==> src/hdl/assert_macros.svh <==
// ----------------------------------------------------------------------------
// assertion macros shared by the unescaper modules
// ----------------------------------------------------------------------------
`ifndef ASSERT_MACROS_SVH
`define ASSERT_MACROS_SVH

// same-cycle implication, off while reset is high
`define JSU_ASSERT_IMPL(name, clk, rst, ante, cons) \
   name: assert property (@(posedge clk) disable iff (rst) (ante) |-> (cons)) \
      else $error("assertion failed");

// next-cycle implication, off while reset is high
`define JSU_ASSERT_NEXT(name, clk, rst, ante, cons) \
   name: assert property (@(posedge clk) disable iff (rst) (ante) |=> (cons)) \
      else $error("assertion failed");

`endif

==> src/hdl/jsu_pkg.sv <==
// ----------------------------------------------------------------------------
// jsu_pkg
// types, codes and helpers of the json string unescaper
// ----------------------------------------------------------------------------
`timescale 1ns / 1ps

package jsu_pkg;

   // default depth of the queue between decoder and serialiser
   localparam int JSU_QUEUE_DEPTH = 4;

   typedef enum logic [2:0] {
      ST_BYTE    = 3'd0,
      ST_CLOSED  = 3'd1,
      ST_NOQUOTE = 3'd2,
      ST_BADESC  = 3'd3,
      ST_BADHEX  = 3'd4,
      ST_UNTERM  = 3'd5,
      ST_AFTER   = 3'd6
   } status_type;

   // ascii characters the decoder looks for
   localparam logic [7:0] CH_QUOTE  = 8'h22;
   localparam logic [7:0] CH_BSLASH = 8'h5C;
   localparam logic [7:0] CH_SLASH  = 8'h2F;
   localparam logic [7:0] CH_LOW_B  = 8'h62;
   localparam logic [7:0] CH_LOW_F  = 8'h66;
   localparam logic [7:0] CH_LOW_N  = 8'h6E;
   localparam logic [7:0] CH_LOW_R  = 8'h72;
   localparam logic [7:0] CH_LOW_T  = 8'h74;
   localparam logic [7:0] CH_LOW_U  = 8'h75;

   // code point limits
   localparam logic [15:0] CP_HIGH_FIRST = 16'hD800;
   localparam logic [15:0] CP_HIGH_LAST  = 16'hDBFF;
   localparam logic [15:0] CP_LOW_FIRST  = 16'hDC00;
   localparam logic [15:0] CP_LOW_LAST   = 16'hDFFF;
   localparam logic [20:0] CP_REPLACE    = 21'h00FFFD;
   localparam logic [20:0] CP_SUPP_BASE  = 21'h010000;
   localparam logic [20:0] CP_ONE_MAX    = 21'h00007F;
   localparam logic [20:0] CP_TWO_MAX    = 21'h0007FF;
   localparam logic [20:0] CP_THREE_MAX  = 21'h00FFFF;

   // utf-8 lead and continuation marks
   localparam logic [7:0] U8_LEAD2 = 8'hC0;
   localparam logic [7:0] U8_LEAD3 = 8'hE0;
   localparam logic [7:0] U8_LEAD4 = 8'hF0;
   localparam logic [7:0] U8_CONT  = 8'h80;
   localparam logic [7:0] U8_MASK6 = 8'h3F;

   // up to four encoded bytes, b[0] goes out first
   typedef struct packed {
      logic [2:0]      len;
      logic [3:0][7:0] b;
   } utf8_type;

   // one decoded input item: bytes first, then an optional status
   typedef struct packed {
      logic [2:0]      nb;
      logic [5:0][7:0] bytes;
      logic            has_st;
      status_type      st;
   } rec_type;

   function automatic utf8_type utf8_encode(input logic [20:0] cp);
      utf8_type e;
      e = '0;
      if (cp <= CP_ONE_MAX) begin
         e.len  = 3'd1;
         e.b[0] = cp[7:0];
      end else if (cp <= CP_TWO_MAX) begin
         e.len  = 3'd2;
         e.b[0] = U8_LEAD2 | {3'b000, cp[10:6]};
         e.b[1] = U8_CONT | ({2'b00, cp[5:0]} & U8_MASK6);
      end else if (cp <= CP_THREE_MAX) begin
         e.len  = 3'd3;
         e.b[0] = U8_LEAD3 | {4'b0000, cp[15:12]};
         e.b[1] = U8_CONT | ({2'b00, cp[11:6]} & U8_MASK6);
         e.b[2] = U8_CONT | ({2'b00, cp[5:0]} & U8_MASK6);
      end else begin
         e.len  = 3'd4;
         e.b[0] = U8_LEAD4 | {5'b00000, cp[20:18]};
         e.b[1] = U8_CONT | ({2'b00, cp[17:12]} & U8_MASK6);
         e.b[2] = U8_CONT | ({2'b00, cp[11:6]} & U8_MASK6);
         e.b[3] = U8_CONT | ({2'b00, cp[5:0]} & U8_MASK6);
      end
      return e;
   endfunction

endpackage

==> src/hdl/jsu_front.sv <==
// ----------------------------------------------------------------------------
// jsu_front
// escape decoder: takes one request a cycle while accept is high, folds it into a record
// ----------------------------------------------------------------------------
`timescale 1ns / 1ps

module jsu_front (
   input  logic             clock,
   input  logic             reset,
   input  logic             accept,
   input  logic             op,
   input  logic [7:0]       in_byte,
   output logic             q_push,
   output jsu_pkg::rec_type q_rec
);
   import jsu_pkg::*;

   typedef enum logic [2:0] {
      PH_WAIT,
      PH_BODY,
      PH_ESC,
      PH_HEX,
      PH_PAIR_BS,
      PH_PAIR_U,
      PH_PAIR_HEX,
      PH_CLOSED
   } phase_type;

   // effect of a body or escape character
   typedef struct packed {
      phase_type  ph;
      logic       chr_v;
      logic [7:0] chr;
      logic       st_v;
      status_type st;
   } act_type;

   typedef struct packed {
      logic       ok;
      logic [3:0] val;
   } hex_type;

   function automatic hex_type hex_decode(input logic [7:0] b);
      hex_type h;
      h = '0;
      if (b >= 8'h30 && b <= 8'h39) begin
         h.ok  = 1'b1;
         h.val = 4'(b - 8'h30);
      end else if (b >= 8'h61 && b <= 8'h66) begin
         h.ok  = 1'b1;
         h.val = 4'(b - 8'h57);
      end else if (b >= 8'h41 && b <= 8'h46) begin
         h.ok  = 1'b1;
         h.val = 4'(b - 8'h37);
      end
      return h;
   endfunction

   function automatic act_type body_act(input logic [7:0] b);
      act_type a;
      a = '{ph: PH_BODY, chr_v: 1'b0, chr: 8'h00, st_v: 1'b0, st: ST_BYTE};
      if (b == CH_QUOTE) begin
         a.ph   = PH_CLOSED;
         a.st_v = 1'b1;
         a.st   = ST_CLOSED;
      end else if (b == CH_BSLASH) begin
         a.ph = PH_ESC;
      end else begin
         a.chr_v = 1'b1;
         a.chr   = b;
      end
      return a;
   endfunction

   function automatic act_type esc_act(input logic [7:0] b);
      act_type a;
      a = '{ph: PH_BODY, chr_v: 1'b1, chr: 8'h00, st_v: 1'b0, st: ST_BYTE};
      unique case (b)
         CH_QUOTE:  a.chr = 8'h22;
         CH_BSLASH: a.chr = 8'h5C;
         CH_SLASH:  a.chr = 8'h2F;
         CH_LOW_B:  a.chr = 8'h08;
         CH_LOW_F:  a.chr = 8'h0C;
         CH_LOW_N:  a.chr = 8'h0A;
         CH_LOW_R:  a.chr = 8'h0D;
         CH_LOW_T:  a.chr = 8'h09;
         CH_LOW_U: begin
            a.ph    = PH_HEX;
            a.chr_v = 1'b0;
         end
         default: begin
            a.ph    = PH_WAIT;
            a.chr_v = 1'b0;
            a.st_v  = 1'b1;
            a.st    = ST_BADESC;
         end
      endcase
      return a;
   endfunction

   localparam utf8_type REPLACE_UTF8 = utf8_encode(CP_REPLACE);

   phase_type   phase_ff, phase_in;
   logic [1:0]  hex_count_ff, hex_count_in;
   logic [11:0] hex_accum_ff, hex_accum_in;
   logic [9:0]  high_half_ff, high_half_in;

   hex_type     hd;
   act_type     body_a, esc_a, act;
   logic        use_act;
   logic [15:0] hex_val;
   logic        val_high, val_low;
   logic [20:0] joined;
   logic        pre;
   utf8_type    main;
   logic        st_v;
   status_type  st;
   rec_type     rec;

   always_comb begin
      hd       = hex_decode(in_byte);
      body_a   = body_act(in_byte);
      esc_a    = esc_act(in_byte);
      hex_val  = {hex_accum_ff, hd.val};
      val_high = hex_val >= CP_HIGH_FIRST && hex_val <= CP_HIGH_LAST;
      val_low  = hex_val >= CP_LOW_FIRST && hex_val <= CP_LOW_LAST;
      joined   = CP_SUPP_BASE + {1'b0, high_half_ff, hex_val[9:0]};

      phase_in     = phase_ff;
      hex_count_in = '0;
      hex_accum_in = '0;
      high_half_in = high_half_ff;
      pre          = 1'b0;
      main         = '0;
      st_v         = 1'b0;
      st           = ST_BYTE;
      act          = body_a;
      use_act      = 1'b0;

      if (op) begin
         // end of text: always back to waiting for a quote
         phase_in     = PH_WAIT;
         high_half_in = '0;
         unique case (phase_ff)
            PH_CLOSED: ;
            PH_BODY, PH_ESC, PH_HEX: begin
               st_v = 1'b1;
               st   = ST_UNTERM;
            end
            PH_PAIR_BS, PH_PAIR_U, PH_PAIR_HEX: begin
               pre  = 1'b1;
               st_v = 1'b1;
               st   = ST_UNTERM;
            end
            PH_WAIT: begin
               st_v = 1'b1;
               st   = ST_NOQUOTE;
            end
         endcase
      end else begin
         unique case (phase_ff)
            PH_WAIT: begin
               if (in_byte == CH_QUOTE) begin
                  phase_in = PH_BODY;
               end else begin
                  st_v = 1'b1;
                  st   = ST_NOQUOTE;
               end
            end
            PH_BODY: begin
               act     = body_a;
               use_act = 1'b1;
            end
            PH_ESC: begin
               act     = esc_a;
               use_act = 1'b1;
            end
            PH_HEX, PH_PAIR_HEX: begin
               if (!hd.ok) begin
                  pre          = (phase_ff == PH_PAIR_HEX);
                  st_v         = 1'b1;
                  st           = ST_BADHEX;
                  phase_in     = PH_WAIT;
                  high_half_in = '0;
               end else if (hex_count_ff != 2'd3) begin
                  hex_accum_in = hex_val[11:0];
                  hex_count_in = hex_count_ff + 2'd1;
               end else if (phase_ff == PH_PAIR_HEX && val_low) begin
                  main         = utf8_encode(joined);
                  phase_in     = PH_BODY;
                  high_half_in = '0;
               end else begin
                  // a broken pair first gives a replacement, then the value again
                  pre = (phase_ff == PH_PAIR_HEX);
                  if (val_high) begin
                     high_half_in = hex_val[9:0];
                     phase_in     = PH_PAIR_BS;
                  end else begin
                     main         = val_low ? REPLACE_UTF8 : utf8_encode({5'b00000, hex_val});
                     high_half_in = '0;
                     phase_in     = PH_BODY;
                  end
               end
            end
            PH_PAIR_BS: begin
               if (in_byte == CH_BSLASH) begin
                  phase_in = PH_PAIR_U;
               end else begin
                  pre          = 1'b1;
                  high_half_in = '0;
                  act          = body_a;
                  use_act      = 1'b1;
               end
            end
            PH_PAIR_U: begin
               if (in_byte == CH_LOW_U) begin
                  phase_in = PH_PAIR_HEX;
               end else begin
                  pre          = 1'b1;
                  high_half_in = '0;
                  act          = esc_a;
                  use_act      = 1'b1;
               end
            end
            PH_CLOSED: begin
               st_v = 1'b1;
               st   = ST_AFTER;
            end
         endcase
      end

      if (use_act) begin
         phase_in = act.ph;
         if (act.chr_v) begin
            main.len  = 3'd1;
            main.b[0] = act.chr;
         end
         st_v = act.st_v;
         st   = act.st;
         if (act.ph == PH_WAIT) begin
            high_half_in = '0;
         end
      end

      rec        = '0;
      rec.has_st = st_v;
      rec.st     = st;
      if (pre) begin
         rec.bytes[2:0] = REPLACE_UTF8.b[2:0];
         rec.bytes[5:3] = main.b[2:0];
         rec.nb         = 3'd3 + main.len;
      end else begin
         rec.bytes[3:0] = main.b;
         rec.nb         = main.len;
      end
   end

   assign q_push = accept && (rec.nb != 3'd0 || rec.has_st);
   assign q_rec  = rec;

   always_ff @(posedge clock) begin
      if (reset) begin
         phase_ff     <= PH_WAIT;
         hex_count_ff <= '0;
         hex_accum_ff <= '0;
         high_half_ff <= '0;
      end else if (accept) begin
         phase_ff     <= phase_in;
         hex_count_ff <= hex_count_in;
         hex_accum_ff <= hex_accum_in;
         high_half_ff <= high_half_in;
      end
   end

endmodule

==> src/hdl/jsu_queue.sv <==
// ----------------------------------------------------------------------------
// jsu_queue
// small record fifo between decoder and serialiser
// ----------------------------------------------------------------------------
`timescale 1ns / 1ps
`include "assert_macros.svh"

module jsu_queue #(
   parameter int DEPTH = jsu_pkg::JSU_QUEUE_DEPTH
) (
   input  logic             clock,
   input  logic             reset,
   input  logic             push,
   input  jsu_pkg::rec_type wr_rec,
   output logic             full,
   input  logic             pop,
   output jsu_pkg::rec_type rd_rec,
   output logic             not_empty
);
   import jsu_pkg::*;

   localparam int PTR_W = (DEPTH > 1) ? $clog2(DEPTH) : 1;
   localparam int CNT_W = $clog2(DEPTH + 1);

   rec_type            slot_ff [DEPTH];
   logic [PTR_W-1:0]   wr_ptr_ff, wr_ptr_in;
   logic [PTR_W-1:0]   rd_ptr_ff, rd_ptr_in;
   logic [CNT_W-1:0]   count_ff, count_in;
   logic               wr, rd;

   assign full      = (count_ff == CNT_W'(DEPTH));
   assign not_empty = (count_ff != '0);
   assign wr        = push && !full;
   assign rd        = pop && not_empty;
   assign rd_rec    = slot_ff[rd_ptr_ff];

   always_comb begin
      wr_ptr_in = wr_ptr_ff;
      rd_ptr_in = rd_ptr_ff;
      count_in  = count_ff;
      if (wr) begin
         wr_ptr_in = (wr_ptr_ff == PTR_W'(DEPTH - 1)) ? '0 : wr_ptr_ff + 1'b1;
      end
      if (rd) begin
         rd_ptr_in = (rd_ptr_ff == PTR_W'(DEPTH - 1)) ? '0 : rd_ptr_ff + 1'b1;
      end
      if (wr && !rd) begin
         count_in = count_ff + 1'b1;
      end else if (rd && !wr) begin
         count_in = count_ff - 1'b1;
      end
   end

   always_ff @(posedge clock) begin
      if (reset) begin
         wr_ptr_ff <= '0;
         rd_ptr_ff <= '0;
         count_ff  <= '0;
      end else begin
         wr_ptr_ff <= wr_ptr_in;
         rd_ptr_ff <= rd_ptr_in;
         count_ff  <= count_in;
      end
   end

   always_ff @(posedge clock) begin
      if (wr) begin
         slot_ff[wr_ptr_ff] <= wr_rec;
      end
   end

   `JSU_ASSERT_IMPL(a_no_overflow, clock, reset, 1'b1, count_ff <= CNT_W'(DEPTH))
   `JSU_ASSERT_NEXT(a_count_up, clock, reset, wr && !rd, count_ff == $past(count_ff) + 1'b1)

endmodule

==> src/hdl/jsu_back.sv <==
// ----------------------------------------------------------------------------
// jsu_back
// serialiser: spreads each record into single result entries
// ----------------------------------------------------------------------------
`timescale 1ns / 1ps
`include "assert_macros.svh"

module jsu_back (
   input  logic             clock,
   input  logic             reset,
   input  jsu_pkg::rec_type q_rec,
   input  logic             q_not_empty,
   output logic             q_pop,
   input  logic             pop,
   output logic             empty,
   output logic [7:0]       out_byte,
   output logic [2:0]       status,
   output logic             last_of_run
);
   import jsu_pkg::*;

   rec_type    cur_ff, cur_in;
   logic       cur_valid_ff, cur_valid_in;
   logic [2:0] idx_ff, idx_in;
   logic       out_valid_ff, out_valid_in;
   logic [7:0] out_byte_ff, out_byte_in;
   status_type status_ff, status_in;
   logic       last_ff, last_in;

   logic [2:0] total;
   logic       is_last, slot_free, take, done_rec, popped;

   assign total     = cur_ff.nb + {2'b00, cur_ff.has_st};
   assign is_last   = (idx_ff == total - 3'd1);
   assign popped    = pop && out_valid_ff;
   assign slot_free = !out_valid_ff || popped;
   assign take      = cur_valid_ff && slot_free;
   assign done_rec  = take && is_last;
   assign q_pop     = q_not_empty && (!cur_valid_ff || done_rec);

   always_comb begin
      cur_in       = q_pop ? q_rec : cur_ff;
      cur_valid_in = q_pop ? 1'b1 : (done_rec ? 1'b0 : cur_valid_ff);
      idx_in       = (q_pop || done_rec) ? 3'd0 : (take ? idx_ff + 3'd1 : idx_ff);
      out_valid_in = take ? 1'b1 : (popped ? 1'b0 : out_valid_ff);
      out_byte_in  = out_byte_ff;
      status_in    = status_ff;
      last_in      = last_ff;
      if (take) begin
         last_in = is_last;
         if (idx_ff < cur_ff.nb) begin
            out_byte_in = cur_ff.bytes[idx_ff];
            status_in   = ST_BYTE;
         end else begin
            out_byte_in = 8'h00;
            status_in   = cur_ff.st;
         end
      end
   end

   always_ff @(posedge clock) begin
      if (reset) begin
         cur_valid_ff <= 1'b0;
         idx_ff       <= '0;
         out_valid_ff <= 1'b0;
      end else begin
         cur_valid_ff <= cur_valid_in;
         idx_ff       <= idx_in;
         out_valid_ff <= out_valid_in;
      end
   end

   always_ff @(posedge clock) begin
      cur_ff      <= cur_in;
      out_byte_ff <= out_byte_in;
      status_ff   <= status_in;
      last_ff     <= last_in;
   end

   assign empty       = !out_valid_ff;
   assign out_byte    = out_byte_ff;
   assign status      = status_ff;
   assign last_of_run = last_ff;

   `JSU_ASSERT_IMPL(a_rec_not_void, clock, reset, cur_valid_ff, total != 3'd0)
   `JSU_ASSERT_IMPL(a_idx_in_range, clock, reset, cur_valid_ff, idx_ff < total)

endmodule

==> src/hdl/json_string_unescape_to_utf8.sv <==
// ----------------------------------------------------------------------------
// json_string_unescape_to_utf8
// json string literal unescaper with utf-8 output
// ----------------------------------------------------------------------------
//  channel   | ports                              | direction
//  ----------+------------------------------------+----------
//  request   | push, full, req_op, req_in_byte    | in
//  result    | pop, empty, rsp_out_byte,          | out
//            | rsp_status, rsp_last_of_run        |
//
//  one request is taken each cycle while full is low; each request gives 0 to 6
//  results, delivered one a cycle while pop is high, so sustained rate is set by the result count
//  the first result reaches the ports through the record queue slot, then the
//  record register, then the output register
//  reset is synchronous and active high, and returns to waiting for a quote
//  full rises only when the record queue fills; empty and pop stall independently
// ----------------------------------------------------------------------------
`timescale 1ns / 1ps

module json_string_unescape_to_utf8 #(
   parameter int QUEUE_DEPTH = jsu_pkg::JSU_QUEUE_DEPTH
) (
   input  logic       clock,
   input  logic       reset,
   // request side
   input  logic       push,
   output logic       full,
   input  logic       req_op,
   input  logic [7:0] req_in_byte,
   // result side
   input  logic       pop,
   output logic       empty,
   output logic [7:0] rsp_out_byte,
   output logic [2:0] rsp_status,
   output logic       rsp_last_of_run
);
   import jsu_pkg::*;

   logic    accept;
   logic    q_push, q_full, q_pop, q_not_empty;
   rec_type front_rec, head_rec;

   // a request is taken whenever the queue has room for its record
   assign full   = q_full;
   assign accept = push && !q_full;

   // decoder: tracks the escape state and folds each request into one record
   jsu_front u_front (
      .clock   (clock),
      .reset   (reset),
      .accept  (accept),
      .op      (req_op),
      .in_byte (req_in_byte),
      .q_push  (q_push),
      .q_rec   (front_rec)
   );

   // records that give no result never enter the queue
   jsu_queue #(
      .DEPTH (QUEUE_DEPTH)
   ) u_queue (
      .clock     (clock),
      .reset     (reset),
      .push      (q_push),
      .wr_rec    (front_rec),
      .full      (q_full),
      .pop       (q_pop),
      .rd_rec    (head_rec),
      .not_empty (q_not_empty)
   );

   // serialiser: one result entry per cycle into the output register while it is free or popped
   jsu_back u_back (
      .clock       (clock),
      .reset       (reset),
      .q_rec       (head_rec),
      .q_not_empty (q_not_empty),
      .q_pop       (q_pop),
      .pop         (pop),
      .empty       (empty),
      .out_byte    (rsp_out_byte),
      .status      (rsp_status),
      .last_of_run (rsp_last_of_run)
   );

endmodule

==> config.mk <==
export PLATFORM = sky130hd
export DESIGN_NAME = json_string_unescape_to_utf8
export DESIGN_NICKNAME = d
export VERILOG_FILES = /design/src/hdl/jsu_pkg.sv /design/src/hdl/jsu_front.sv /design/src/hdl/jsu_queue.sv /design/src/hdl/jsu_back.sv /design/src/hdl/json_string_unescape_to_utf8.sv
export VERILOG_INCLUDE_DIRS = /design/src /design/src/hdl
export SDC_FILE = /design/constraint.sdc
export NUM_CORES = 1
export LEC_CHECK = 0
export BUFFER_PORTS_ARGS = -buffer_cell sky130_fd_sc_hd__clkbuf_2
export CAP_MARGIN = 10
export CORE_MARGIN = 1
export CORE_UTILIZATION = 42
export DETAILED_ROUTE_END_ITERATION = 8
export PLACE_DENSITY = 0.66
export SYNTH_ARGS = -nofsm -noshare
export SYNTH_HDL_FRONTEND = slang
export SYNTH_SLANG_ARGS = --single-unit
==> constraint.sdc <==
create_clock -name clock -period 5 [get_ports clock]
set_input_delay 0.5 -clock clock [delete_from_list [all_inputs] [get_ports clock]]
set_output_delay 0.5 -clock clock [all_outputs]
set_load 0.05 [all_outputs]
**Word level (Yosys, flattened, before mapping)**

Memories as Yosys holds them, arrays and structs flattened. A register that Yosys moved wholly into a read port is not among the register bits.
Cells that the tools add are included.

- Add/subtract/negate cells: 13
- Multipliers: 0
- Div/mod/pow operators: 0
- Order comparisons: 17
- Equality and inequality tests: 25
- Shifts and indexed selects: 0
- Muxes and demuxes: 105
- Bitwise gates (word level): 0
- Reduce and logical (&&, ||, !) cells: 42

Operators by type and width:

| kind | count |
|---|---|
| 35-bit two-way mux | 6 |
| 10-bit two-way mux | 9 |
| 16-bit two-way mux | 5 |
| 3-bit two-way mux | 21 |
| 8-bit by 7-bit == test with 1-bit output (second input constant) | 7 |
| 8-bit two-way mux | 7 |
| 7-bit one-hot mux with 8 select lines | 1 |
| 12-bit two-way mux | 4 |
| 24-bit two-way mux | 2 |
| 34-bit two-way mux | 1 |
| 16-bit greater-or-equal comparator (second input constant) | 2 |
| 16-bit less-or-equal comparator (second input constant) | 2 |
| 32-bit two-way mux | 1 |
| 16-bit one-hot mux with 2 select lines | 1 |
| 10-bit one-hot mux with 3 select lines | 1 |
| 8-bit binary-select mux with 3-bit select | 1 |
| 22-bit two-way mux | 1 |
| 17-bit by 20-bit adder with 21-bit output (first input constant) | 1 |
| 21-bit by 11-bit less-or-equal comparator with 1-bit output (second input constant) | 1 |
| 21-bit by 16-bit less-or-equal comparator with 1-bit output (second input constant) | 1 |
| 21-bit by 7-bit less-or-equal comparator with 1-bit output (second input constant) | 1 |
| 1-bit two-way mux | 20 |
| 2-bit two-way mux | 9 |
| 9-bit two-way mux | 2 |
| 45 further kinds | 95 |

- Register bits: 51
- Bits in latches: 0
- Memory bits (writable): 220
- Memory bits (read-only): 0
- Output and inout bits: 14
- Word-level logic and storage cells: 216
- Memories kept: 1

Memory list:

| name | words | bits a word | rd ports | clocked after Yosys merged registers in | wr ports | RTL line | source |
|---|---|---|---|---|---|---|---|
| u_queue.slot_ff | 4 | 55 | 1 | 1 | 1 | jsu_queue.sv:25 | `rec_type slot_ff [DEPTH];` |

**Longest topological paths before layout**

Gate-level depths: netlist of run 1.

- Depth after elaboration: 27
- Mapped depth: 22
- Mapped depth without buffers: 21

**Modules after synthesis**

A second synthesis of run 1 with hierarchy kept.

- Cells, all modules: 1,047
- Area total of the unflattened synthesis: 14,960.6 µm²

By module, submodules not included:

| module | times used | cells an instance | area each (µm²) | sequential area each (µm²) |
|---|---|---|---|---|
| jsu_queue | 1 | 337 | 8,443.1 | 6,786.5 |
| jsu_front | 1 | 558 | 3,692.3 | 540.5 |
| jsu_back | 1 | 151 | 2,811.4 | 2,112.0 |
| json_string_unescape_to_utf8 | 1 | 1 | 13.8 | 0.0 |

**Worst setup path after synthesis of run 1**

Ideal clock, no wire load.

- Path kind: input to register
- From: input req_in_byte[0]
- To: memory u_queue.slot_ff[3][0] in the netlist's numbering (enable)
- Setup time: 0.414 ns
- Data arrival time: 5.020 ns
- Setup slack: -0.434 ns
- Cell stages on the path: 17
- Buffers on the path: 1
- Cell sequence: inv_1 -> ha_1 -> nor3b_1 -> o21ai_0 -> a22o_4 -> nor4_1 -> or2_1 -> clkbuf_1 -> o21ai_0 -> nand2_1 -> ha_1 -> nand3_1 -> a211o_1 -> nand4_1 -> and3_4 -> a31oi_1 -> and2_1

- Word-level cells in the longest chain between the ends: 25
- Elaborated cells between the ends (all ways): 83
- Classes of those cells: add/sub (5); order compare (15); eq/ne (9); mux (42); reduce/logical (12)

Ends and longest elaborated chain:

| item | RTL line | source |
|---|---|---|
| from (decl) | json_string_unescape_to_utf8.sv:29 | `input logic [7:0] req_in_byte,` |
| 8-bit by 7-bit greater-or-equal comparator with 1-bit output / 8-bit by 7-bit less-or-equal comparator with 1-bit output (equally long branches) | jsu_front.sv:52 | `end else if (b >= 8'h41 && b <= 8'h46) begin` |
| 1-bit logical AND | jsu_front.sv:52 |  |
| 5-bit two-way mux | jsu_front.sv:52 |  |
| 5-bit two-way mux | jsu_front.sv:49 | `end else if (b >= 8'h61 && b <= 8'h66) begin` |
| 5-bit two-way mux | jsu_front.sv:46 | `if (b >= 8'h30 && b <= 8'h39) begin` |
| 17-bit by 20-bit adder with 21-bit output / 16-bit by 11-bit less-or-equal comparator with 1-bit output (equally long branches) | jsu_front.sv:127, jsu_pkg.sv:71 |  |
| 21-bit by 16-bit less-or-equal comparator with 1-bit output / 1-bit two-way mux (equally long branches) | jsu_pkg.sv:75, jsu_pkg.sv:71 |  |
| 3-bit two-way mux / 2-bit two-way mux (equally long branches) | jsu_pkg.sv:75, jsu_pkg.sv:68 |  |
| [... 10 more ...] | n/a |  |
| 3-bit two-way mux | jsu_front.sv:248 | `if (pre) begin` |
| 3-bit nonzero test | jsu_front.sv:258 | `assign q_push = accept && (rec.nb != 3'd0 \|\| rec.has_st);` |
| 1-bit logical OR * | jsu_front.sv:258 |  |
| 1-bit logical AND * | jsu_front.sv:258 |  |
| 1-bit logical AND * | jsu_queue.sv:33 | `assign wr = push && !full;` |
| named net u_queue.wr | jsu_queue.sv:29 | `logic wr, rd;` |
| 1-bit two-way mux * | jsu_queue.sv:67 | `if (wr) begin` |
| 1-bit two-way mux (implied by the code) * | jsu_queue.sv:68 | `slot_ff[wr_ptr_ff] <= wr_rec;` |
| to (decl) | jsu_queue.sv:25 |  |

Mark *: on every way through the listed nets, which the timed path passes. The rest lies on a longest branch.

**Worst setup path in the final report of run 1**

- From: register u_front.high_half_ff[6]
- To: register u_queue.count_ff[2]

- Word-level cells in the longest chain between the ends: 21
- Elaborated cells between the ends (all ways): 25
- Classes of those cells: add/sub (2); order compare (3); mux (12); reduce/logical (8)

Ends and longest elaborated chain:

| item | RTL line | source |
|---|---|---|
| from (decl) | jsu_front.sv:106 | `logic [9:0] high_half_ff, high_half_in;` |
| from (signal assigned) | jsu_front.sv:271 | `high_half_ff <= high_half_in;` |
| 17-bit by 20-bit adder with 21-bit output * | jsu_front.sv:127 | `joined = CP_SUPP_BASE + {1'b0, high_half_ff, hex_val[9:0]};` |
| 21-bit by 16-bit less-or-equal comparator with 1-bit output | jsu_pkg.sv:75 | `end else if (cp <= CP_THREE_MAX) begin` |
| 3-bit two-way mux | jsu_pkg.sv:75 |  |
| 3-bit two-way mux | jsu_pkg.sv:71 | `end else if (cp <= CP_TWO_MAX) begin` |
| 3-bit two-way mux * | jsu_pkg.sv:68 | `if (cp <= CP_ONE_MAX) begin` |
| 35-bit two-way mux * | jsu_front.sv:188 | `end else if (phase_ff == PH_PAIR_HEX && val_low) begin` |
| 35-bit two-way mux * | jsu_front.sv:185 | `end else if (hex_count_ff != 2'd3) begin` |
| 35-bit two-way mux * | jsu_front.sv:179 | `if (!hd.ok) begin` |
| [... 6 more ...] | n/a |  |
| 3-bit nonzero test * | jsu_front.sv:258 |  |
| 1-bit logical OR * | jsu_front.sv:258 |  |
| 1-bit logical AND * | jsu_front.sv:258 |  |
| 1-bit logical AND * | jsu_queue.sv:33 |  |
| named net u_queue.wr | jsu_queue.sv:29 |  |
| 1-bit zero test | jsu_queue.sv:49 | `end else if (rd && !wr) begin` |
| 1-bit logical AND | jsu_queue.sv:49 |  |
| 2-bit nonzero test (no line) | n/a |  |
| to (signal assigned) | jsu_queue.sv:62 | `count_ff <= count_in;` |
| to (decl) | jsu_queue.sv:28 | `logic [CNT_W-1:0] count_ff, count_in;` |

Marked as above.
A chain may end at the register's enable or synchronous reset.

==> run metrics, run 1 <==
1st-iter DRT viols 819; Cell variety after synth 87; Max clock buf depth 3; Final Max Slew Viols 0; FP Rows between 60 and 70; TritonCTS clock tree done; post-DR wirelength/cell 20.65 um; P per Cell Area roughly 510 nW/um2; H-tree Lvls 1; number of port buffers 26; Critical Path AT 5.16 ns; sw frac 28.71%; Synth Net Count 1052; final WL ~32000 um; worst min path class primary input to flip-flop; Primary FF master, synth edfxtp_1; Seq/Total Area, Yosys 62.55%; Rel. slew slack 27.03%; Clk pwr share between 20% and 30%; Ys Warns 0; Synth-to-Final Area Change 14.76%; Final min period roughly 4.7 ns; number of global-route vias before repair 8880; Clock Sinks a little over 300; Syn Inst Count 1018; synthesized flop and latch total between 300 and 400; GPL Wtd Cong about 0.93; final hold viol count 0; grt ovf 0; synth cell count leaders edfxtp_1 (267), nor2_1 (113), mux4_2 (58), nand2_1 (57), clkbuf_1 (45); Reg area 8805 um2; GRT Overall Usage 19.02%; Syn Area/Cell 13.82 um2; Final setup viols 0; Internal 5866 uW; vias per cell 5.822; initial cell density of the core 42.91%; clock skew approximately 0.015 ns; core region area 32780 um2; worst path required time roughly 5.5 ns; clk_lat worst skew 0.55 ns; Cell Area, Synth approximately 14000 um2; share of cells above drive strength 1 21.48%; DRT Pass-1 Iters 5; nets@finish 1118; most common cell in the netlist edfxtp_1; cell taking the most area after synthesis edfxtp_1; Area contributors post-synth edfxtp_1 (57%), mux4_2 (9.3%), dfxtp_1 (5.6%); slowest stage delay, CP around 0.46 ns; Flop pwr share between 40% and 50%; Worst setup EP type flip-flop; status finished clean; LEAKAGE between 0.005 and 0.006 uW; CTS Root Cell clkbuf_16; Net Sw Power 2362 uW; CTS Buf Count 31; diodes inserted 0; unrepaired setup endpoints after global routing false; post-CTS setup buffers 0; hold_buf cts 0; Crit Path Max Fanout 8; Residual DRC 0; die width between 150 and 200 um; global-route wire length before repair 50090 um; Max VDD drop 275.8 uV; worst hold slack 0.2341 ns; io pins 27; Worst-path clk slew around 0.060 ns; HPWL Detailed roughly 21000 um; FMAX between 200 and 250 MHz; placed cell areas 15090 um2; initial antenna violation count 0; Final Cycle Share 93.88%; crit path kind flip-flop to flip-flop; Async SR Flop Fraction 0%; routed vias 9024; Post-synth EDFFs approximately 270; area of the multi-input gates 4980 um2; Slew @ Worst Pin between 1 and 1.5 ns; combinational power share 24.5%; Crit-path slowest cell or3_1; CP startpoint kind flip-flop; Die ar. 34230 um2; remaining antenna violation count 0; maximum number of pins on one net before global-route repair 52; Final Cell Area 16140 um2; crit-path cells ha_1 -> nor2_1 -> o211ai_1 -> or3_1 -> a31oi_2 -> nor2_1 -> a311oi_2 -> nor2_1 -> ha_1 -> nand3_1 -> a211o_1 -> nand4_1 -> and3_4 -> a31oi_1 -> buf_4 -> ha_1 -> inv_1 -> fa_1 -> xor2_1 -> or3_1 -> a21oi_1; total power slightly above 8000 uW; Die Y 185.0 um; max-cap viol count 0; FILL cells about 2800; share of the synthesized area in the top cell type between 50 and 60%
[final cells by class]
cell class              instances  area share, %
clock buffers                  34          4.876
clock inverters                23          1.488
inverters                      25         0.5814
well taps                     442          3.426
repair buffers                 93          4.232
multi-input cells             627          30.85
flip-flops and latches        306          54.55
[layout by cell type, fill, tap and decap left out, types with 5 or more instances in the layout]
cell	count
mux4_2	58
and2_1	11
clkinv_1	12
clkbuf_16	31
o21ai_0	32
a22oi_1	32
buf_4	63
or3_1	6
mux2_2	7
a211oi_1	11
nor2b_1	10
nor3_1	14
o22ai_1	14
o311ai_0	5
a31oi_1	8
nor4_1	7
edfxtp_1	267
clkbuf_2	26
nand3_1	21
and3_1	7
nand2_1	57
xnor2_1	7
a221oi_1	7
a21o_1	5
o211ai_1	5
mux2i_1	8
dfxtp_1	36
bufinv_16	5
a21oi_1	43
ha_1	20
or2_2	6
nand2b_1	6
nor2_1	113
nand4_1	8
o221ai_1	6
inv_1	22
[sequential cells by signal, indices dropped and copies added, names as in the netlist, 8 cells and up]
| name | cells |
|---|---|
| u_queue.slot_ff | 204 |
| u_back.cur_ff | 51 |
| u_front.high_half_ff | 10 |
| u_front.hex_accum_ff | 12 |
| u_back.out_byte | 8 |
[critical path: cells and delay by family, from the launching register on]
| kind | cells | cell delay (ns) |
|---|---|---|
| AO/OA/AOI/OAI | 6 | 1.23 |
| AND/OR/NAND/NOR | 8 | 1.55 |
| buffers and inverters | 2 | 0.23 |
| flip-flops | 1 | 0.36 |
| XOR/XNOR | 1 | 0.17 |
| adder cells (fa/ha/maj) | 4 | 1.07 |
[final timing paths]
path	to	startpoint	cells past startpoint	slack, ns
max	u_queue.count_ff[2]	u_front.high_half_ff[6]	21	0.31
min	u_back.out_valid_ff	pop	3	0.23
max reg2reg	u_queue.count_ff[2]	u_front.high_half_ff[6]	21	0.31
min reg2reg	u_front.hex_count_ff[1]	u_front.hex_count_ff[1]	2	0.46
[layer usage]
metal | track usage, % | vias to the layer above | wire length [um]
met4 | 5.322 | 0 | 814
met3 | 2.792 | 50 | 1933
met5 | 0 | - | 0
met1 | 26.32 | 4516 | 14180
met2 | 31.25 | 309 | 15070
li1 | - | 4149 | -
[power by group through the flow]
stage / clock [uW] / sequential, uW / combinational [uW]
2_1_floorplan: 0 / 3930 / 1440
3_3_place_gp: 0 / 3920 / 2010
6_report: 2320 / 3890 / 2020
5_1_grt: 2470 / 3970 / 2190
4_1_cts: 2360 / 3910 / 2050
3_5_place_dp: 0 / 3950 / 2040
[stage by stage]
step / std cells / utilization (%) / setup slack (ns) / TNS, ns
floorplan: 1018 / - / 0.07843 / 0
global placement: 1493 / 46.04 / 0.04809 / 0
detailed placement: 1493 / 46.04 / -0.06429 / -0.06429
CTS: 1550 / 49.18 / 0.1357 / 0
global route: 1550 / 49.24 / 0.01045 / 0
finish: 1550 / 49.24 / 0.3061 / 0
[cells by family after synthesis]
family / Yosys count / share of synthesized area [%]
buf+inv: 85 / 2.428
xor+xnor: 11 / 0.6849
fa+ha+maj: 23 / 2.064
simple gates: 310 / 11.50
flops: 306 / 62.55
compound gates: 210 / 10.35
mux: 73 / 10.42
[repair_timing]
| action | in CTS | in global routing |
|---|---|---|
| setup endpoints to repair | 0 | 2 |
| hold endpoints to repair | 0 | 0 |
| gates resized for setup | 0 | 4 |
Note: power is estimated with default switching activity, not from simulation.
==> run 2, diff against run 1 <==
==> constraint.sdc (replaced) <==
create_clock -name clock -period 4.2 [get_ports clock]
set_input_delay 0.42 -clock clock [delete_from_list [all_inputs] [get_ports clock]]
set_output_delay 0.42 -clock clock [all_outputs]
set_load 0.05 [all_outputs]
==> run metrics, run 2 (same netlist as run 1, synthesis figures left out) <==
biggest registers after layout u_queue.slot_ff x204, u_back.cur_ff x51, u_front.hex_accum_ff x12; LEAKAGE 0.005945 uW (+7.6%); 1st-iter DRT viols 836 (+2.1%); number of global-route vias before repair 9091 (+2.4%); Reg2Reg Depth 19 (-9.5%); core region area 32780 um2 (unchanged); final WL 32590 um (+1.8%); FF-to-FF End u_queue.count_ff[2]; failing checks setup timing; min-delay src pop; number of port buffers 26 (unchanged); Final min period 4.232 ns (-0.4619 ns); maximum number of pins on one net before global-route repair 48 (-7.7%); diodes inserted 0 (unchanged); FMAX 236.3 MHz (+11%); Residual DRC 0 (unchanged); post-route insts no fill 1622 (+4.6%); nets@finish 1190 (+6.4%); CP startpoint kind flip-flop; io pins 27 (unchanged); status complete, but fails checks; final setup TNS -0.03194 ns (-0.03194 ns); vias per cell 5.646 (-3.0%); global-route wire length before repair 51340 um (+2.5%); Final setup viols 1 (+1); placed insts 1564 (+4.8%); routed vias 9158 (+1.5%); P per Cell Area 581.9 nW/um2 (+14%); Die ar. 34230 um2 (unchanged); Critical Path End u_queue.count_ff[2]; Final Cycle Share 100.8% (+6.9 points); placed cell areas 15850 um2 (+5.0%); grt ovf 0 (unchanged); hold_buf cts 0 (unchanged); Slew @ Worst Pin 0.9505 ns (-0.1440 ns); CTS Buf Count 30 (-3.2%); most frequent cells in the layout edfxtp_1 (267), buf_4 (131), nor2_1 (109); Flop pwr share 47.2% (about the same); Max clock buf depth 3 (unchanged); share of cells above drive strength 1 28.64% (+7.2 points); commonest non-fill, non-tap cell in the layout edfxtp_1; clk_lat worst skew 0.56 ns (about the same); Die Y 185.0 um (unchanged); GPL Wtd Cong 0.9327 (about the same); H-tree Lvls 1 (unchanged); clock skew 0.02659 ns (+0.01172 ns); final worst slack -0.03194 ns (-0.3381 ns); FF-to-FF Start u_front.hex_accum_ff[3]; Most flops, register u_queue.slot_ff; max reg flops 204 (unchanged); sw frac 28.85% (+0.15 points); Max VDD drop 370.1 uV (+34%); Critical Path AT 4.70 ns (-0.46 ns); Net Sw Power 2843 uW (+20%); CTS Root Cell clkbuf_16; CP startpoint u_front.hex_accum_ff[3]; Synth-to-Final Area Change 20.37%; max-cap viol count 0 (unchanged); die width 185.0 um (unchanged); crit path kind flip-flop to flip-flop; worst min path class primary input to flip-flop; Worst-path clk slew 0.06 ns (about the same); Worst setup EP type flip-flop; Setup WS pre-CTS -0.4934 ns (-0.4291 ns); Final Max Slew Viols 0 (unchanged); Rel. slew slack 36.63% (+9.6 points); final hold viol count 0 (unchanged); remaining antenna violation count 0 (unchanged); post-DR wirelength/cell 20.09 um (-2.7%); combinational power share 25.8% (+1.3 points); HPWL Detailed 22700 um (+7.4%); worst path required time 4.67 ns (-0.80 ns); GRT Overall Usage 19.49% (+0.46 points); Final Cell Area 16930 um2 (+4.9%); unrepaired setup endpoints after global routing true; TritonCTS clock tree done; Clk pwr share 27.0% (-1.2 points); Internal 7009 uW (+19%); Crit Path Max Fanout 5 (-3); Clock Sinks 306 (unchanged); DRT Pass-1 Iters 5 (unchanged); initial antenna violation count 0 (unchanged); reg2reg setup slack -0.03 ns (-0.34 ns); initial cell density of the core 42.91% (unchanged); FP Rows 66 (unchanged)
==> run 2: cell count changes in the layout (fill, tap and decap cells not counted), sizes merged <==
cell / change
buf: +73
inv: -3
clkinv: -8
clkbuf: +12
bufinv: -3
clkinvlp: +1
==> run 2: routing by layer <==
layer	wire, um	track usage, %
met5	0	0
met4	791	5.455
met3	1689	2.497
met2	15490	32.29
met1	14620	26.99
==> run 2: worst min-delay path by stage <==
stage,end,slack [ns],cells past startpoint
after CTS,u_back.out_valid_ff,0.15,3
after global placement,u_front.hex_count_ff[1],0.44,2
after floorplan,u_front.hex_count_ff[1],0.44,2
after global routing,u_back.out_valid_ff,0.18,3
after detailed placement,u_front.hex_count_ff[1],0.46,2
final,u_back.out_valid_ff,0.17,3
==> run 2: through the flow <==
stage | power, uW | util, % | hold slack [ns]
5_1_grt | 10320 | 51.64 | 0.1846
6_report | 9852 | 51.64 | 0.1732
4_1_cts | 9957 | 51.49 | 0.1480
3_5_place_dp | 7290 | 48.34 | 0.4587
2_1_floorplan | 6406 | - | 0.4356
3_3_place_gp | 7224 | 48.34 | 0.4432
==> run 2: area by class of cell <==
cell class / instances / area [um2]
fillers: 2761 / 15850
clock buffers: 46 / 870.8
repair buffers: 166 / 1294
clock inverters: 10 / 123.9
well taps: 442 / 553.0
flip-flops and latches: 306 / 8811
multi-input cells: 627 / 5177
inverters: 25 / 101.3
==> run 2: critical path, cell delays in order, from the launching register on <==
cell      delay (ns)
dfxtp_1         0.30
or3_4           0.38
or2_4           0.23
or4_4           0.44
nor4_4          0.32
nor2_4          0.06
a311oi_2        0.24
nor2_1          0.07
ha_1            0.30
nand3_1         0.07
a211o_1         0.12
nand4_1         0.09
and3_4          0.17
a31oi_4         0.17
ha_2            0.22
inv_2           0.04
fa_2            0.32
xor2_1          0.17
or3_1           0.30
a21oi_1         0.13
==> run 2: timing repair <==
item                                   in CTS  in global routing
pin swaps                                   3                  2
resized for setup                           8                 11
endpoints found under the hold margin       0                  0
setup buffers                               1                  1
setup endpoints to repair                   2                 10
==> run 2: power groups by stage <==
stage               clock [uW]  combinational (uW)  sequential [uW]
floorplan                    0                1730             4680
global placement             0                2530             4690
detailed placement           0                2570             4720
CTS                       2720                2580             4660
global route              2840                2750             4730
finish                    2660                2540             4650
==> run 3, diff against run 2 <==
--- a/config.mk
+++ b/config.mk
@@ -6,6 +6,7 @@
 export SDC_FILE = /design/constraint.sdc
 export NUM_CORES = 1
 export LEC_CHECK = 0
+export ABC_AREA = 1
 export BUFFER_PORTS_ARGS = -buffer_cell sky130_fd_sc_hd__clkbuf_2
 export CAP_MARGIN = 10
 export CORE_MARGIN = 1
==> run metrics, run 3 <==
Worst setup EP type flip-flop; synth cell count leaders edfxtp_1 (267), nor2_1 (219), o21ai_0 (181), nand2_1 (150), inv_1 (99); final worst slack 0.3514 ns (+0.3833 ns); post-route met1 wirelength 16040 um (+9.7%); Die ar. 34470 um2 (+0.72%); FF-to-FF Start u_front.high_half_ff[6]; placed cell areas 15240 um2 (-3.9%); Residual DRC 0 (unchanged); H-tree Lvls 2 (+1); Final Max Slew Viols 0 (unchanged); FMAX 259.8 MHz (+10%); final hold viol count 0 (unchanged); Cell Area, Synth 14170 um2 (+0.73%); CP startpoint kind flip-flop; maximum number of pins on one net before global-route repair 68 (+42%); status finished clean; diodes inserted 0 (unchanged); worst hold slack 0.2364 ns (+0.06322 ns); crit path kind flip-flop to flip-flop; Clock Sinks 306 (unchanged); worst min path class primary input to flip-flop; commonest non-fill, non-tap cell in the layout edfxtp_1; final WL 37490 um (+15%); Most flops, register u_queue.slot_ff; routed vias 10687 (+17%); Synth Net Count 1413 (+34%); Syn Area/Cell 10.27 um2 (-26%); Post-synth EDFFs 267 (unchanged); slowest stage delay, CP 0.35 ns (-0.09 ns); 1st-iter DRT viols 823 (-1.6%); share of cells above drive strength 1 14.98% (-14 points); worst path required time 4.63 ns (-0.04 ns); Most Frequent Cell on Critical Path nand2_1; DRT Pass-1 Iters 5 (unchanged); die width 185.7 um (+0.36%); Max clock buf depth 3 (unchanged); clk_lat worst skew 0.52 ns (-0.04 ns); max-cap viol count 0 (unchanged); TritonCTS clock tree done; GPL Wtd Cong 0.9430 (+1.1%); Primary FF master, synth edfxtp_1; Area contributors post-synth edfxtp_1 (57%), o21ai_0 (6.4%), nor2_1 (5.8%); CTS Root Cell clkbuf_16; Worst-path clk slew 0.06 ns (about the same); clock skew 0.03591 ns (+0.009322 ns); CP startpoint u_front.high_half_ff[6]; Final setup viols 0 (-1); synthesized flop and latch total 306 (unchanged); share of the synthesized area in the top cell type 56.59% (-0.41 points); GRT Overall Usage 22.12% (+2.6 points); most frequent cells in the layout edfxtp_1 (267), nor2_1 (210), o21ai_0 (181); vias per cell 5.575 (-1.3%); Final Cell Area 16350 um2 (-3.4%); hold_buf cts 0 (unchanged); placed insts 1857 (+19%); highest routed layer met4; reg2reg setup slack 0.35 ns (+0.38 ns); Slew @ Worst Pin 0.9144 ns (-0.03611 ns); HPWL Detailed 25070 um (+10%); metal3 WL 2333 um (+38%); post-DR wirelength/cell 19.55 um (-2.7%); nets@finish 1488 (+25%); max reg flops 204 (unchanged); number of global-route vias before repair 10211 (+12%); io pins 27 (unchanged); LEAKAGE 0.005993 uW (+0.81%); Cell variety after synth 55 (-37%); Final min period 3.849 ns (-0.3833 ns); Crit-path slowest cell dfxtp_2; global-route wire length before repair 57740 um (+12%); FP Rows 66 (unchanged); grt ovf 0 (unchanged); Rel. slew slack 38.77% (+2.1 points); Async SR Flop Fraction 0% (unchanged); post-route insts no fill 1917 (+18%); initial cell density of the core 43.11% (+0.20 points); unrepaired setup endpoints after global routing false; Die Y 185.7 um (+0.36%); core region area 32870 um2 (+0.25%); Synth-to-Final Area Change 15.41%; Critical Path AT 4.27 ns (-0.43 ns); Crit Path Max Fanout 6 (+1); Max VDD drop 365.7 uV (-1.2%); routed wl met2 18050 um (+17%); most common cell in the netlist edfxtp_1; cell taking the most area after synthesis edfxtp_1; number of port buffers 26 (unchanged); CTS Buf Count 34 (+13%); min-delay src pop; P per Cell Area 628.2 nW/um2 (+8.0%); Ys Warns 0 (unchanged); Setup WS pre-CTS -0.06788 ns (+0.4255 ns); initial antenna violation count 0 (unchanged); Seq/Total Area, Yosys 62.10% (-0.45 points); FILL cells 3043 (+10%); Final Cycle Share 91.63% (-9.1 points); post-layout util 49.75% (-1.9 points); biggest registers after layout u_queue.slot_ff x204, u_back.cur_ff x51, u_front.hex_accum_ff x12; Syn Inst Count 1379 (+35%); remaining antenna violation count 0 (unchanged)
run 3: cell types whose count changed in the layout (fill, tap and decap cells not counted), sizes merged, moves of 43 or more:
cell,change
buf,-60
nand2,+109
mux4,-58
o21ai,+153
inv,+87
nor2,+114
o22ai,+43
run 3: what timing repair did:
action,in CTS,in global routing
setup buffers,0,3
resized for setup,0,16
endpoints found under the setup margin,0,2
run 3: cell type report:
class	count	area, um2	share of cell area (%)
Clock inverter	14	141.4	0.8646
Clock buffer	43	905.9	5.540
Timing Repair Buffer	106	780.7	4.775
Sequential cell	306	8805	53.85
Multi-Input combinational cell	890	4726	28.90
Inverter	116	440.4	2.693
Tap cell	442	553.0	3.382
run 3: per-stage QoR:
| step | TNS [ns] | power [uW] |
|---|---|---|
| after global placement | 0 | 7447 |
| after floorplan | -97.69 | 6484 |
| after CTS | 0 | 10330 |
| after detailed placement | -0.06788 | 7534 |
| final | 0 | 10270 |
| after global routing | 0 | 10810 |
run 3: kinds of logic (layout without fill, tap and decap cells):
logic type | after synthesis | after routing | synth area share [%]
buffers and inverters | 183 | 279 | 5.078
XOR/XNOR | 8 | 8 | 0.4945
adder cells (fa/ha/maj) | 21 | 21 | 1.907
flip-flops | 306 | 306 | 62.10
AO/OA/AOI/OAI | 379 | 379 | 15.40
AND/OR/NAND/NOR | 482 | 482 | 15.02
run 3: worst paths after layout:
check,endpoint,cells after the start
setup / recovery,u_queue.count_ff[2],29
hold reg to reg,u_front.hex_count_ff[0],2
setup reg to reg,u_queue.count_ff[2],29
hold / removal,u_back.out_valid_ff,3
run 3: power by group:
group / internal [uW] / switching [uW] / leakage [uW]
Sequential: 4260 / 245 / 0.00284
Clock: 1650 / 1160 / 0.000505
Combinational: 830 / 2120 / 0.00265
Total: 6740 / 3530 / 0.00599
run 3: layer usage:
layer	global-route usage [%]	up-vias
li1	-	5081
met1	29.56	5197
met2	36.51	344
met3	3.757	65
met4	7.279	0
met5	0	-
run 3: worst max-delay path: cells and delay by family (launching register included):
family / cells / cell delay (ns)
AND/OR/NAND/NOR: 17 / 1.66
adder cells (fa/ha/maj): 4 / 0.96
buffers and inverters: 5 / 0.38
flip-flops: 1 / 0.35
AO/OA/AOI/OAI: 2 / 0.22
XOR/XNOR: 1 / 0.20
